==> src/hw/rtl/crqs_pkg.sv <==
`timescale 1ns / 1ps
// ----------------------------------------------------------------------------
// crqs_pkg: shared types and codes of the CPU ready-queue scheduler
// Field widths, command and result codes, register indexes and the control
// bundles passed between the sequencer and its helper units.
// ----------------------------------------------------------------------------
package crqs_pkg;

	localparam int CMD_W   = 2;
	localparam int CPU_W   = 4;
	localparam int PID_W   = 8;
	localparam int PRIO_W  = 8;
	localparam int KIND_W  = 2;
	localparam int SLICE_W = 17;
	localparam int MODE_W  = 2;
	localparam int ACT_W   = 5;
	localparam int CFG_IDX_W = 2;
	localparam int ENTRY_W = PRIO_W + PID_W;

	// input commands
	localparam logic [CMD_W-1:0] CMD_WAKE    = 2'd0;
	localparam logic [CMD_W-1:0] CMD_PREEMPT = 2'd1;
	localparam logic [CMD_W-1:0] CMD_RELEASE = 2'd2;
	localparam logic [CMD_W-1:0] CMD_IDLE    = 2'd3;

	// result kinds
	localparam logic [KIND_W-1:0] KIND_DISPATCH = 2'd0;
	localparam logic [KIND_W-1:0] KIND_IDLE     = 2'd1;
	localparam logic [KIND_W-1:0] KIND_PREEMPT  = 2'd2;
	localparam logic [KIND_W-1:0] KIND_DROP     = 2'd3;

	// scheduling mode that enables the priority search and preemption
	localparam logic [MODE_W-1:0] MODE_PRIO = 2'd2;

	// configuration register indexes
	localparam logic [CFG_IDX_W-1:0] REG_MODE   = 2'd0;
	localparam logic [CFG_IDX_W-1:0] REG_SLICE  = 2'd1;
	localparam logic [CFG_IDX_W-1:0] REG_ACTIVE = 2'd2;

	// control of the shared compare unit
	typedef struct packed {
		logic valid;
		logic first;
		logic find_min;
	} best_ctl_t;

	// control of the per-CPU slot store
	typedef struct packed {
		logic wr_en;
		logic busy_we;
		logic busy_val;
	} slot_op_t;

endpackage

==> src/hw/rtl/crqs_queue.sv <==
`timescale 1ns / 1ps
// ----------------------------------------------------------------------------
// crqs_queue: ready-queue entry store
// One write port and one registered read port over {priority, pid} entries.
// ----------------------------------------------------------------------------
module crqs_queue #(
	parameter int DEPTH = 32,
	parameter int AW    = 5
) (
	input  logic                         clk,
	input  logic                         wr_en,
	input  logic [AW-1:0]                wr_addr,
	input  logic [crqs_pkg::ENTRY_W-1:0] wr_data,
	input  logic [AW-1:0]                rd_addr,
	output logic [crqs_pkg::ENTRY_W-1:0] rd_data
);

	logic [crqs_pkg::ENTRY_W-1:0] mem_q [DEPTH];
	logic [crqs_pkg::ENTRY_W-1:0] rd_data_q;

	// write one entry
	always_ff @(posedge clk) begin
		if (wr_en) begin
			mem_q[wr_addr] <= wr_data;
		end
	end

	// register the read data
	always_ff @(posedge clk) begin
		rd_data_q <= mem_q[rd_addr];
	end

	assign rd_data = rd_data_q;

endmodule

==> src/hw/rtl/crqs_slots.sv <==
`timescale 1ns / 1ps
// ----------------------------------------------------------------------------
// crqs_slots: per-CPU current-process slots
// Holds the running {priority, pid} of each CPU in a small memory with a
// registered read port, and the busy flags in flip-flops cleared by reset.
// ----------------------------------------------------------------------------
module crqs_slots #(
	parameter int NCPU = 16,
	parameter int AW   = 4
) (
	input  logic                         clk,
	input  logic                         arst_n,
	input  crqs_pkg::slot_op_t           op,
	input  logic [AW-1:0]                wr_addr,
	input  logic [crqs_pkg::ENTRY_W-1:0] wr_data,
	input  logic [AW-1:0]                rd_addr,
	output logic [crqs_pkg::ENTRY_W-1:0] rd_data,
	output logic [NCPU-1:0]              busy
);

	logic [crqs_pkg::ENTRY_W-1:0] mem_q [NCPU];
	logic [crqs_pkg::ENTRY_W-1:0] rd_data_q;
	logic [NCPU-1:0]              busy_q;

	// write the running process of one CPU
	always_ff @(posedge clk) begin
		if (op.wr_en) begin
			mem_q[wr_addr] <= wr_data;
		end
	end

	// register the read data
	always_ff @(posedge clk) begin
		rd_data_q <= mem_q[rd_addr];
	end

	// set or clear one busy flag
	always_ff @(posedge clk or negedge arst_n) begin
		if (!arst_n) begin
			busy_q <= '0;
		end else if (op.busy_we) begin
			busy_q[wr_addr] <= op.busy_val;
		end
	end

	assign rd_data = rd_data_q;
	assign busy    = busy_q;

endmodule

==> src/hw/rtl/crqs_best.sv <==
`timescale 1ns / 1ps
// ----------------------------------------------------------------------------
// crqs_best: shared priority compare unit
// Takes one key per cycle and keeps the first maximum or the first minimum
// seen since the start of a scan, with its index.
// ----------------------------------------------------------------------------
module crqs_best #(
	parameter int IW = 6
) (
	input  logic                        clk,
	input  crqs_pkg::best_ctl_t         ctl,
	input  logic [crqs_pkg::PRIO_W-1:0] key,
	input  logic [IW-1:0]               idx,
	output logic [crqs_pkg::PRIO_W-1:0] best_key,
	output logic [IW-1:0]               best_idx
);

	logic [crqs_pkg::PRIO_W-1:0] best_key_q;
	logic [IW-1:0]               best_idx_q;
	logic                        take;

	// strict compare keeps the earliest of equal keys
	always_comb begin
		if (ctl.first) begin
			take = 1'b1;
		end else if (ctl.find_min) begin
			take = key < best_key_q;
		end else begin
			take = key > best_key_q;
		end
	end

	// hold the running best
	always_ff @(posedge clk) begin
		if (ctl.valid && take) begin
			best_key_q <= key;
			best_idx_q <= idx;
		end
	end

	assign best_key = best_key_q;
	assign best_idx = best_idx_q;

endmodule

==> src/hw/rtl/cpu_ready_queue_scheduler.sv <==
`timescale 1ns / 1ps
// ----------------------------------------------------------------------------
// cpu_ready_queue_scheduler: ready-queue dispatcher with priority preemption
// A sequencer drives the queue store, the CPU slot store and one shared
// compare unit that walks stored entries one per cycle.
// ----------------------------------------------------------------------------
// Steps to a result: a drop ends at decode or re-queue, an idle result at dispatch; a
// wake with preempt check adds a scan of the active CPUs; a dispatch adds the priority
// search in priority mode, a pick read and write, a shift of the later entries, and a
// re-queue for a preempt of a busy CPU. One item at a time; a plain wake frees the
// input after decode. A result still in the output register stalls the finish.
// Reset: queue empty, every CPU idle, registers at reset values; no clearing pass.
// ----------------------------------------------------------------------------
module cpu_ready_queue_scheduler #(
	parameter int QUEUE_DEPTH = 32,
	parameter int MAX_CPUS    = 16
) (
	input  logic                                clk,
	input  logic                                arst_n,
	// configuration
	input  logic                                cfg_we,
	input  logic [crqs_pkg::CFG_IDX_W-1:0]      cfg_index,
	input  logic [crqs_pkg::SLICE_W-1:0]        cfg_data,
	// command channel
	input  logic                                cmd_valid,
	output logic                                cmd_ready,
	input  logic [crqs_pkg::CMD_W-1:0]          command,
	input  logic [crqs_pkg::CPU_W-1:0]          cpu,
	input  logic [crqs_pkg::PID_W-1:0]          pid,
	input  logic [crqs_pkg::PRIO_W-1:0]         priority_req,
	// result channel
	output logic                                res_valid,
	input  logic                                res_ready,
	output logic [crqs_pkg::KIND_W-1:0]         kind,
	output logic [crqs_pkg::CPU_W-1:0]          target_cpu,
	output logic [crqs_pkg::PID_W-1:0]          chosen_pid,
	output logic signed [crqs_pkg::SLICE_W-1:0] granted_slice
);

	localparam int QIW  = (QUEUE_DEPTH > 1) ? $clog2(QUEUE_DEPTH) : 1;
	localparam int CNTW = $clog2(QUEUE_DEPTH + 1);
	localparam int CW   = (MAX_CPUS > 1) ? $clog2(MAX_CPUS) : 1;
	localparam int NW   = $clog2(MAX_CPUS + 1);
	localparam int SCW  = (CNTW > NW) ? CNTW : NW;
	localparam int LW   = (NW > crqs_pkg::ACT_W) ? NW : crqs_pkg::ACT_W;
	localparam logic [CNTW-1:0] FULL_C = CNTW'(QUEUE_DEPTH);

	// sequencer states
	localparam logic [2:0] ST_IDLE    = 3'd0;
	localparam logic [2:0] ST_DECODE  = 3'd1;
	localparam logic [2:0] ST_REQUEUE = 3'd2;
	localparam logic [2:0] ST_DISP    = 3'd3;
	localparam logic [2:0] ST_SCAN    = 3'd4;
	localparam logic [2:0] ST_PICK_RD = 3'd5;
	localparam logic [2:0] ST_PICK_WR = 3'd6;
	localparam logic [2:0] ST_FIN     = 3'd7;

	// scan purposes
	localparam logic [1:0] SCAN_MAX   = 2'd0;
	localparam logic [1:0] SCAN_MIN   = 2'd1;
	localparam logic [1:0] SCAN_SHIFT = 2'd2;

	logic [2:0]                         state_q;
	logic [crqs_pkg::MODE_W-1:0]        mode_q;
	logic signed [crqs_pkg::SLICE_W-1:0] slice_q;
	logic [crqs_pkg::ACT_W-1:0]         active_q;

	logic [crqs_pkg::CMD_W-1:0]         cmd_q;
	logic [crqs_pkg::CPU_W-1:0]         cpu_q;
	logic [crqs_pkg::PID_W-1:0]         pid_q;
	logic [crqs_pkg::PRIO_W-1:0]        prio_q;
	logic [CNTW-1:0]                    count_q;
	logic [QIW-1:0]                     pick_q;

	logic [1:0]                         purpose_q;
	logic [SCW-1:0]                     scan_idx_q;
	logic [SCW-1:0]                     scan_lim_q;
	logic [SCW-1:0]                     pend_idx_q;
	logic                               pend_q;
	logic                               first_q;

	logic [crqs_pkg::KIND_W-1:0]        res_kind_q;
	logic [crqs_pkg::CPU_W-1:0]         res_cpu_q;
	logic [crqs_pkg::PID_W-1:0]         res_pid_q;
	logic signed [crqs_pkg::SLICE_W-1:0] res_slice_q;

	logic                               out_valid_q;
	logic [crqs_pkg::KIND_W-1:0]        out_kind_q;
	logic [crqs_pkg::CPU_W-1:0]         out_cpu_q;
	logic [crqs_pkg::PID_W-1:0]         out_pid_q;
	logic signed [crqs_pkg::SLICE_W-1:0] out_slice_q;

	logic [LW-1:0]                      lim_w;
	logic [NW-1:0]                      n_cpus;
	logic                               all_busy;
	logic [CW-1:0]                      cpu_idx;
	logic                               full;
	logic                               issue;
	logic                               scan_done;

	logic                               q_we;
	logic [QIW-1:0]                     q_waddr;
	logic [crqs_pkg::ENTRY_W-1:0]       q_wdata;
	logic [QIW-1:0]                     q_raddr;
	logic [crqs_pkg::ENTRY_W-1:0]       q_rd;

	crqs_pkg::slot_op_t                 s_op;
	logic [CW-1:0]                      s_raddr;
	logic [crqs_pkg::ENTRY_W-1:0]       s_rd;
	logic [MAX_CPUS-1:0]                busy;

	crqs_pkg::best_ctl_t                b_ctl;
	logic [crqs_pkg::PRIO_W-1:0]        b_key;
	logic [crqs_pkg::PRIO_W-1:0]        best_key;
	logic [SCW-1:0]                     best_idx;

	// clamp the active CPU count into 1 .. MAX_CPUS
	always_comb begin
		lim_w = LW'(active_q);
		if (active_q == '0) begin
			lim_w = LW'(1);
		end else if (lim_w > LW'(MAX_CPUS)) begin
			lim_w = LW'(MAX_CPUS);
		end
		n_cpus = NW'(lim_w);
	end

	// check whether every active CPU runs a process
	always_comb begin
		all_busy = 1'b1;
		for (int i = 0; i < MAX_CPUS; i++) begin
			if (i < int'(n_cpus) && !busy[i]) begin
				all_busy = 1'b0;
			end
		end
	end

	assign cpu_idx   = CW'(cpu_q);
	assign full      = (count_q == FULL_C);
	assign issue     = (scan_idx_q < scan_lim_q);
	assign scan_done = !issue && !pend_q;
	assign cmd_ready = (state_q == ST_IDLE);
	assign b_key     = (purpose_q == SCAN_MIN) ? s_rd[crqs_pkg::ENTRY_W-1:crqs_pkg::PID_W]
	                                           : q_rd[crqs_pkg::ENTRY_W-1:crqs_pkg::PID_W];

	// drive the stores and the compare unit
	always_comb begin
		q_we    = 1'b0;
		q_waddr = QIW'(count_q);
		q_wdata = {prio_q, pid_q};
		q_raddr = QIW'(scan_idx_q);
		s_op    = '0;
		s_raddr = cpu_idx;
		b_ctl   = '0;
		unique case (state_q)
			ST_DECODE: begin
				if (cmd_q == crqs_pkg::CMD_WAKE && !full) begin
					q_we = 1'b1;
				end
			end
			ST_REQUEUE: begin
				if (!full) begin
					q_we    = 1'b1;
					q_wdata = s_rd;
				end
			end
			ST_DISP: begin
				if (count_q == '0) begin
					s_op.busy_we  = 1'b1;
					s_op.busy_val = 1'b0;
				end
			end
			ST_SCAN: begin
				if (purpose_q == SCAN_MIN) begin
					s_raddr = CW'(scan_idx_q);
				end
				if (pend_q) begin
					if (purpose_q == SCAN_SHIFT) begin
						q_we    = 1'b1;
						q_waddr = QIW'(pend_idx_q - SCW'(1));
						q_wdata = q_rd;
					end else begin
						b_ctl.valid    = 1'b1;
						b_ctl.first    = first_q;
						b_ctl.find_min = (purpose_q == SCAN_MIN);
					end
				end
			end
			ST_PICK_RD: begin
				q_raddr = pick_q;
			end
			ST_PICK_WR: begin
				s_op.wr_en    = 1'b1;
				s_op.busy_we  = 1'b1;
				s_op.busy_val = 1'b1;
			end
			default: ;
		endcase
	end

	// write configuration registers
	always_ff @(posedge clk or negedge arst_n) begin
		if (!arst_n) begin
			mode_q   <= '0;
			slice_q  <= '1;
			active_q <= crqs_pkg::ACT_W'(1);
		end else if (cfg_we) begin
			unique case (cfg_index)
				crqs_pkg::REG_MODE:   mode_q   <= cfg_data[crqs_pkg::MODE_W-1:0];
				crqs_pkg::REG_SLICE:  slice_q  <= cfg_data;
				crqs_pkg::REG_ACTIVE: active_q <= cfg_data[crqs_pkg::ACT_W-1:0];
				default: ;
			endcase
		end
	end

	// sequence one item through decode, scans, dispatch and shift
	always_ff @(posedge clk or negedge arst_n) begin
		if (!arst_n) begin
			state_q     <= ST_IDLE;
			count_q     <= '0;
			pend_q      <= 1'b0;
			first_q     <= 1'b0;
			out_valid_q <= 1'b0;
			cmd_q       <= '0;
			cpu_q       <= '0;
			pid_q       <= '0;
			prio_q      <= '0;
			pick_q      <= '0;
			purpose_q   <= SCAN_MAX;
			scan_idx_q  <= '0;
			scan_lim_q  <= '0;
			pend_idx_q  <= '0;
			res_kind_q  <= '0;
			res_cpu_q   <= '0;
			res_pid_q   <= '0;
			res_slice_q <= '0;
			out_kind_q  <= '0;
			out_cpu_q   <= '0;
			out_pid_q   <= '0;
			out_slice_q <= '0;
		end else begin
			// advance the scan read pipeline
			pend_q     <= (state_q == ST_SCAN) && issue;
			pend_idx_q <= scan_idx_q;
			if (state_q == ST_SCAN && issue) begin
				scan_idx_q <= scan_idx_q + SCW'(1);
			end
			if (state_q == ST_SCAN && pend_q) begin
				first_q <= 1'b0;
			end

			// drop the result once taken, unless a new one replaces it
			if (out_valid_q && res_ready && state_q != ST_FIN) begin
				out_valid_q <= 1'b0;
			end

			unique case (state_q)
				ST_IDLE: begin
					if (cmd_valid) begin
						cmd_q   <= command;
						cpu_q   <= cpu;
						pid_q   <= pid;
						prio_q  <= priority_req;
						state_q <= ST_DECODE;
					end
				end
				ST_DECODE: begin
					if (cmd_q == crqs_pkg::CMD_WAKE) begin
						if (full) begin
							res_kind_q  <= crqs_pkg::KIND_DROP;
							res_cpu_q   <= '0;
							res_pid_q   <= pid_q;
							res_slice_q <= '0;
							state_q     <= ST_FIN;
						end else begin
							count_q <= count_q + CNTW'(1);
							if (mode_q != crqs_pkg::MODE_PRIO || !all_busy) begin
								state_q <= ST_IDLE;
							end else begin
								purpose_q  <= SCAN_MIN;
								scan_idx_q <= '0;
								scan_lim_q <= SCW'(n_cpus);
								first_q    <= 1'b1;
								state_q    <= ST_SCAN;
							end
						end
					end else if (LW'(cpu_q) >= lim_w) begin
						state_q <= ST_IDLE;
					end else if (cmd_q == crqs_pkg::CMD_PREEMPT && busy[cpu_idx]) begin
						state_q <= ST_REQUEUE;
					end else begin
						state_q <= ST_DISP;
					end
				end
				ST_REQUEUE: begin
					if (full) begin
						res_kind_q  <= crqs_pkg::KIND_DROP;
						res_cpu_q   <= cpu_q;
						res_pid_q   <= s_rd[crqs_pkg::PID_W-1:0];
						res_slice_q <= '0;
						state_q     <= ST_FIN;
					end else begin
						count_q <= count_q + CNTW'(1);
						state_q <= ST_DISP;
					end
				end
				ST_DISP: begin
					if (count_q == '0) begin
						res_kind_q  <= crqs_pkg::KIND_IDLE;
						res_cpu_q   <= cpu_q;
						res_pid_q   <= '0;
						res_slice_q <= '0;
						state_q     <= ST_FIN;
					end else if (mode_q == crqs_pkg::MODE_PRIO) begin
						purpose_q  <= SCAN_MAX;
						scan_idx_q <= '0;
						scan_lim_q <= SCW'(count_q);
						first_q    <= 1'b1;
						state_q    <= ST_SCAN;
					end else begin
						pick_q  <= '0;
						state_q <= ST_PICK_RD;
					end
				end
				ST_SCAN: begin
					if (scan_done) begin
						unique case (purpose_q)
							SCAN_MAX: begin
								pick_q  <= QIW'(best_idx);
								state_q <= ST_PICK_RD;
							end
							SCAN_MIN: begin
								if (best_key < prio_q) begin
									res_kind_q  <= crqs_pkg::KIND_PREEMPT;
									res_cpu_q   <= crqs_pkg::CPU_W'(best_idx);
									res_pid_q   <= '0;
									res_slice_q <= '0;
									state_q     <= ST_FIN;
								end else begin
									state_q <= ST_IDLE;
								end
							end
							default: begin
								state_q <= ST_FIN;
							end
						endcase
					end
				end
				ST_PICK_RD: begin
					state_q <= ST_PICK_WR;
				end
				ST_PICK_WR: begin
					res_kind_q  <= crqs_pkg::KIND_DISPATCH;
					res_cpu_q   <= cpu_q;
					res_pid_q   <= q_rd[crqs_pkg::PID_W-1:0];
					res_slice_q <= slice_q;
					count_q     <= count_q - CNTW'(1);
					// close the gap left by the picked entry
					purpose_q   <= SCAN_SHIFT;
					scan_idx_q  <= SCW'(pick_q) + SCW'(1);
					scan_lim_q  <= SCW'(count_q);
					state_q     <= ST_SCAN;
				end
				ST_FIN: begin
					if (!out_valid_q || res_ready) begin
						out_valid_q <= 1'b1;
						out_kind_q  <= res_kind_q;
						out_cpu_q   <= res_cpu_q;
						out_pid_q   <= res_pid_q;
						out_slice_q <= res_slice_q;
						state_q     <= ST_IDLE;
					end
				end
				default: begin
					state_q <= ST_IDLE;
				end
			endcase
		end
	end

	crqs_queue #(
		.DEPTH (QUEUE_DEPTH),
		.AW    (QIW)
	) u_queue (
		.clk     (clk),
		.wr_en   (q_we),
		.wr_addr (q_waddr),
		.wr_data (q_wdata),
		.rd_addr (q_raddr),
		.rd_data (q_rd)
	);

	crqs_slots #(
		.NCPU (MAX_CPUS),
		.AW   (CW)
	) u_slots (
		.clk     (clk),
		.arst_n  (arst_n),
		.op      (s_op),
		.wr_addr (cpu_idx),
		.wr_data (q_rd),
		.rd_addr (s_raddr),
		.rd_data (s_rd),
		.busy    (busy)
	);

	crqs_best #(
		.IW (SCW)
	) u_best (
		.clk      (clk),
		.ctl      (b_ctl),
		.key      (b_key),
		.idx      (pend_idx_q),
		.best_key (best_key),
		.best_idx (best_idx)
	);

	assign res_valid     = out_valid_q;
	assign kind          = out_kind_q;
	assign target_cpu    = out_cpu_q;
	assign chosen_pid    = out_pid_q;
	assign granted_slice = out_slice_q;

endmodule

==> config.mk <==
export PLATFORM = sky130hd
export DESIGN_NAME = cpu_ready_queue_scheduler
export DESIGN_NICKNAME = d
export VERILOG_FILES = /design/src/hw/rtl/crqs_pkg.sv /design/src/hw/rtl/crqs_queue.sv /design/src/hw/rtl/crqs_slots.sv /design/src/hw/rtl/crqs_best.sv /design/src/hw/rtl/cpu_ready_queue_scheduler.sv
export SDC_FILE = /design/constraint.sdc
export NUM_CORES = 1
export LEC_CHECK = 0
export BUFFER_PORTS_ARGS = -buffer_cell sky130_fd_sc_hd__buf_4
export CAP_MARGIN = 10
export CORE_MARGIN = 2
export CORE_UTILIZATION = 59
export DETAILED_ROUTE_END_ITERATION = 6
export PLACE_DENSITY = 0.72
export SKIP_CTS_REPAIR_TIMING = 1
export SLEW_MARGIN = 20
export SYNTH_ARGS = -nofsm -noshare
export SYNTH_HDL_FRONTEND = slang
export SYNTH_HIERARCHICAL = 1
export SYNTH_SLANG_ARGS = --single-unit
export TNS_END_PERCENT = 20
==> constraint.sdc <==
create_clock -name clk -period 6.2 [get_ports clk]
set_input_delay 0.62 -clock clk [delete_from_list [all_inputs] [get_ports clk]]
set_output_delay 0.62 -clock clk [all_outputs]
set_load 0.05 [all_outputs]
---- Yosys cells after proc, flatten, opt, wreduce, memory -nomap -nowiden ----
Memories as Yosys holds them, arrays and structs flattened. A register that Yosys moved wholly into a read port is not among the register bits.
Cells that the tools add are included.
storage, ports and cells
  register bits ........................... 173
  RAM bits ................................ 768
  output and inout port bits .............. 33
  word-level logic and storage cells ...... 291
  memories ................................ 2
operators by class
  $add $sub $neg .......................... 5
  order comparisons ....................... 24
  equal/unequal tests ..................... 31
  mux-type cells .......................... 132
  reductions and logical operators ........ 69
memory list
  memory         depth  bits a word  read ports  clocked after Yosys merged registers in  write ports  line              RTL
  u_queue.mem_q  32     16           1           1                                        1            crqs_queue.sv:18  logic [crqs_pkg::ENTRY_W-1:0] mem_q [DEPTH];
  u_slots.mem_q  16     16           1           1                                        1            crqs_slots.sv:21  logic [crqs_pkg::ENTRY_W-1:0] mem_q [NCPU];
operators by type and width
  kind                                                number
  2-to-1 mux 17 bit                                   6
  one-hot mux 17 bit (5 select lines)                 1
  2-to-1 mux 6 bit                                    13
  2-to-1 mux 8 bit                                    8
  one-hot mux 6 bit (3 select lines)                  3
  2-to-1 mux 5 bit                                    10
  2-to-1 mux 16 bit                                   3
  < comparator 4 x 5 -> 1 bit (first input constant)  8
  2-to-1 mux 1 bit                                    40
  one-hot mux 8 bit (5 select lines)                  1
  2-to-1 mux 4 bit                                    9
  2-to-1 mux 3 bit                                    11
  one-hot mux 16 bit (2 select lines)                 1
  2-to-1 mux 2 bit                                    14
  != test 2 bit (second input constant)               14
  logical AND 1 bit                                   25
  one-hot mux 3 bit (8 select lines)                  1
  zero test 1 bit                                     21
  < comparator 3 x 5 -> 1 bit (first input constant)  4
  one-hot mux 4 bit (5 select lines)                  1
  bitwise mux 16 bit                                  1
  < comparator 8 bit                                  2
  adder 6 x 1 -> 6 bit (second input constant)        2
  == test 3 bit (second input constant)               4
  other kinds (40)                                    58

---- Logic depth before layout (Yosys ltp) ----
  depth after elaboration ................. 27
  gate-level depth with buffers ........... 14
  mapped depth without buffers ............ 11

---- Cells and area by module ----
Netlist, hierarchy kept.
by module, submodules not included
  module                     times used  cells each  area an instance (µm²)
  crqs_queue                 1           1143        20534.7
  crqs_slots                 1           489         10864.2
  cpu_ready_queue_scheduler  1           699         7669.9
  crqs_best                  1           46          661.9

---- Least setup slack after synthesis ----
OpenSTA, ideal clock, no wires.
  path type ............................... flip-flop to flip-flop
  start ................................... register state_q[1]
  end ..................................... memory u_slots/mem_q[0][0] (netlist bit) (enable)
  setup time .............................. 388 ps
  data arrival time ....................... 3040 ps
  data required time ...................... 5812 ps
  setup slack ............................. 2771 ps
  stages on the path, launching flop included .. 9
  buffers on the path ..................... 3
  clock period less this slack ............ 3429 ps
  cell sequence ........................... dfrtp_1 clkbuf_1 nand2b_1 or2_2 clkbuf_1 clkinv_1 buf_1 or3b_2 nor2_1
between the ends
  cells in the longest elaborated chain, start to end .. 4
ends and longest elaborated chain
  element                                 line                              RTL
  start: declaration                      cpu_ready_queue_scheduler.sv:63   logic [2:0] state_q;
  start signal: assignment                cpu_ready_queue_scheduler.sv:220  state_q <= ST_IDLE;
  start signal: assignment                cpu_ready_queue_scheduler.sv:265  state_q <= ST_DECODE;
  start signal: assignment                cpu_ready_queue_scheduler.sv:275  state_q <= ST_FIN;
  == test 3 bit                           cpu_ready_queue_scheduler.sv:155  unique case (state_q)
  2-to-1 mux 1 bit                        cpu_ready_queue_scheduler.sv:155
  2-to-1 mux 1 bit                        crqs_slots.sv:27                  if (op.wr_en) begin
  2-to-1 mux 1 bit (implied by the code)  crqs_slots.sv:28                  mem_q[wr_addr] <= wr_data;
  end: declaration                        crqs_slots.sv:21
No other way between the ends.

---- Final worst setup path ----
  start ................................... register state_q[0]
  end ..................................... memory u_queue/mem_q[20][13] (netlist bit) (enable)
RTL lines
  element           line                              RTL
  == test 3 bit     cpu_ready_queue_scheduler.sv:155
  2-to-1 mux 5 bit  cpu_ready_queue_scheduler.sv:155
  net q_waddr[2]    cpu_ready_queue_scheduler.sv:102  logic [QIW-1:0] q_waddr;
  end: declaration  crqs_queue.sv:18
The timed path passes the listed nets, and every way through them passes these cells.

==> flow_summary.toml <==
[routing]
routed.top_layer = "met4"
first_pass_iters = 6
m1WireLength_mm = 37.8
drcViolationCount = 0
routed_wl_mm = 93.4
drt_iter0_markers = 2609
ant_nets = 0
wl_per_cell_um = 27.0
via_count = 22100
wl_met3_mm = 7.43
dr_wl_met2_mm = 44.0
viasPerCell = 6.37

[place]
port_buffers = 78
place_congestion = 0.936
place_ws_ps = 2070
post_dp_cell_area_sq_um = 41200
post-dp-hpwl_mm = 57.9

[timing]
setup_viol = 0
timing.final.ws_setup_ps = 1820
finalCritPeriodShare_pct = 70.7
tns_ps = 0
slew_viol_final = 0
finalHoldViolations = 0
hold_ws_ps = 82.5
rsz0062_at_grt = "no"
timing.fmax_mhz = 228
clock_skew_ps = 26.5
maxSlewHeadroom_pct = 19.5
period_needed_ps = 4380
worstMarginPinSlew_ps = 1210

[setup_path]
regToRegSetupSlack_ps = 1820
path_cells = "nand2b_1 > nor2_1 > nand3_1 > o21ai_0 > nand3b_1 > nor2_1 > buf_4"
r2r_end = "u_queue/mem_q[20][13]"
crit_type = "register to register"
reg2reg_depth = 7
timing.rr.start = "state_q[0]"
cp_max_fo = 17
critPathMostFrequentCell = "nor2_1"
crit_required_ps = 6550
endpoint_kind = "register"
cp-start-kind = "register"
critPathSlowestCell = "o21ai_0"
crit_path_max_incr_delay_ps = 810
cp_data_arrival_time_ps = 4730

[clock_network]
numCtsBuffers = 96
clock_path_buffers = 3
cts_tree = "yes"
clkSinkCount = 973
path_clk_slew_ps = 60
htree_levels = 3
clk_latency_ps = 660
cts_root_buffer = "clkbuf_16"

[global_routing]
antenna_found_initial = 1
grt_first_pass_wirelength_mm = 139
track_usage_pct = 27.0
overflow = 0
first_global_vias = 21800
grt_start_max_net_pins = 150

[pwr]
p_total_mw = 22.9
p_leak_nw = 16.2
ir_worst_vdd_uv = 446
p_per_area_nw_per_um2 = 515

[run_status]
status = "finished, final reports clean"

[synth]
avgSynthCellArea_sq_um = 16.7
ys_warn_count = 6
syn-num-nets = 2453
syn_area_sq_um = 39700
syn_inst = 2375

[cells_and_area]
design_area_sq_um = 44400
area_growth_pct = 11.8
num-nets-final = 2587
fillCellCount = 4497
drive_gt1_share_pct = 19.7
antennaDiodeCount = 0

[die]
die_h_um = 263
core_area_sq_um = 66900
io-pin-count = 79
rows = 95
die_x_um = 263
start_util_pct = 59.3
dieArea_sq_um = 69300

[flow_run]
cap_violations = 0

[min_path]
holdCritPathClass = "input port to async pin"
[where the power goes]
part | total [mW] | switching, mW | internal (mW)
clock | 5.73 | 2.41 | 3.32
sequential | 9.67 | 0.882 | 8.79
combinational | 7.45 | 4.75 | 2.70
[worst max-delay path by stage]
stage | start | depth (start not counted) | end | slack (ps)
after floorplan | state_q[1] | 8 | u_slots/mem_q[0][0] | 2770
after global placement | state_q[0] | 6 | u_queue/mem_q[10][7] | 2090
after detailed placement | state_q[0] | 7 | u_queue/mem_q[20][13] | 2070
after CTS | state_q[0] | 7 | u_queue/mem_q[20][1] | 2010
after global routing | state_q[0] | 7 | u_queue/mem_q[20][13] | 1580
final | state_q[0] | 7 | u_queue/mem_q[20][13] | 1820
[layout make-up]
class                   instances  area, sq um  share of cell area (%)
flip-flops and latches        973        28100                    63.4
multi-input cells            1233        10600                    23.9
inverters                      39          146                   0.330
repair buffers                166         1270                    2.87
well taps                     873         1090                    2.46
clock buffers                 125         2580                    5.82
clock inverters                53          553                    1.25
[critical path, delay by kind of cell, from the launching register on]
kind	cells	cell delay, ps
flip-flops	1	570
AO/OA/AOI/OAI	1	810
AND/OR/NAND/NOR	5	2370
buffers and inverters	1	330
[sequential cells by signal, indices dropped and copies added (netlist names), 16 cells and up]
| signal | count |
|---|---|
| res_slice_q | 17 |
| slice_q | 17 |
| u_queue/mem_q | 512 |
| granted_slice | 17 |
| u_slots/busy | 16 |
| u_queue/rd_data | 16 |
| u_slots/mem_q | 256 |
| u_slots/rd_data | 16 |
[stage by stage]
stage | util (%) | instances
global placement | 61.6 | 3284
floorplan | - | 2375
finish | 66.3 | 3462
CTS | 66.3 | 3462
global route | 66.3 | 3462
detailed placement | 61.6 | 3284
[layer usage]
| metal | vias up | GRT usage, % |
|---|---|---|
| li1 | 9558 | - |
| met1 | 11200 | 38.3 |
| met2 | 1073 | 42.2 |
| met3 | 207 | 3.99 |
| met4 | 0 | 12.0 |
| met5 | - | 0 |
[cell usage in the layout, fill, tap and decap left out, drive strengths merged, types with 8 or more instances in the layout]
| master | instances |
|---|---|
| dfstp | 18 |
| a31oi | 21 |
| a21oi | 62 |
| nor3 | 34 |
| nor2b | 14 |
| mux4 | 69 |
| a22o | 49 |
| edfxtp | 781 |
| o21ai | 51 |
| nand4 | 21 |
| nand3b | 13 |
| dfxtp | 32 |
| clkinv | 34 |
| a22oi | 110 |
| ha | 31 |
| xor2 | 9 |
| nand2 | 131 |
| buf | 166 |
| nor2 | 87 |
| nand2b | 14 |
| nand3 | 45 |
| inv | 42 |
| dfrtp | 142 |
| a221o | 8 |
| xnor2 | 8 |
| clkbuf | 125 |
| bufinv | 9 |
| mux2i | 278 |
| mux2 | 113 |
Note: power is estimated with default switching activity, not from simulation.
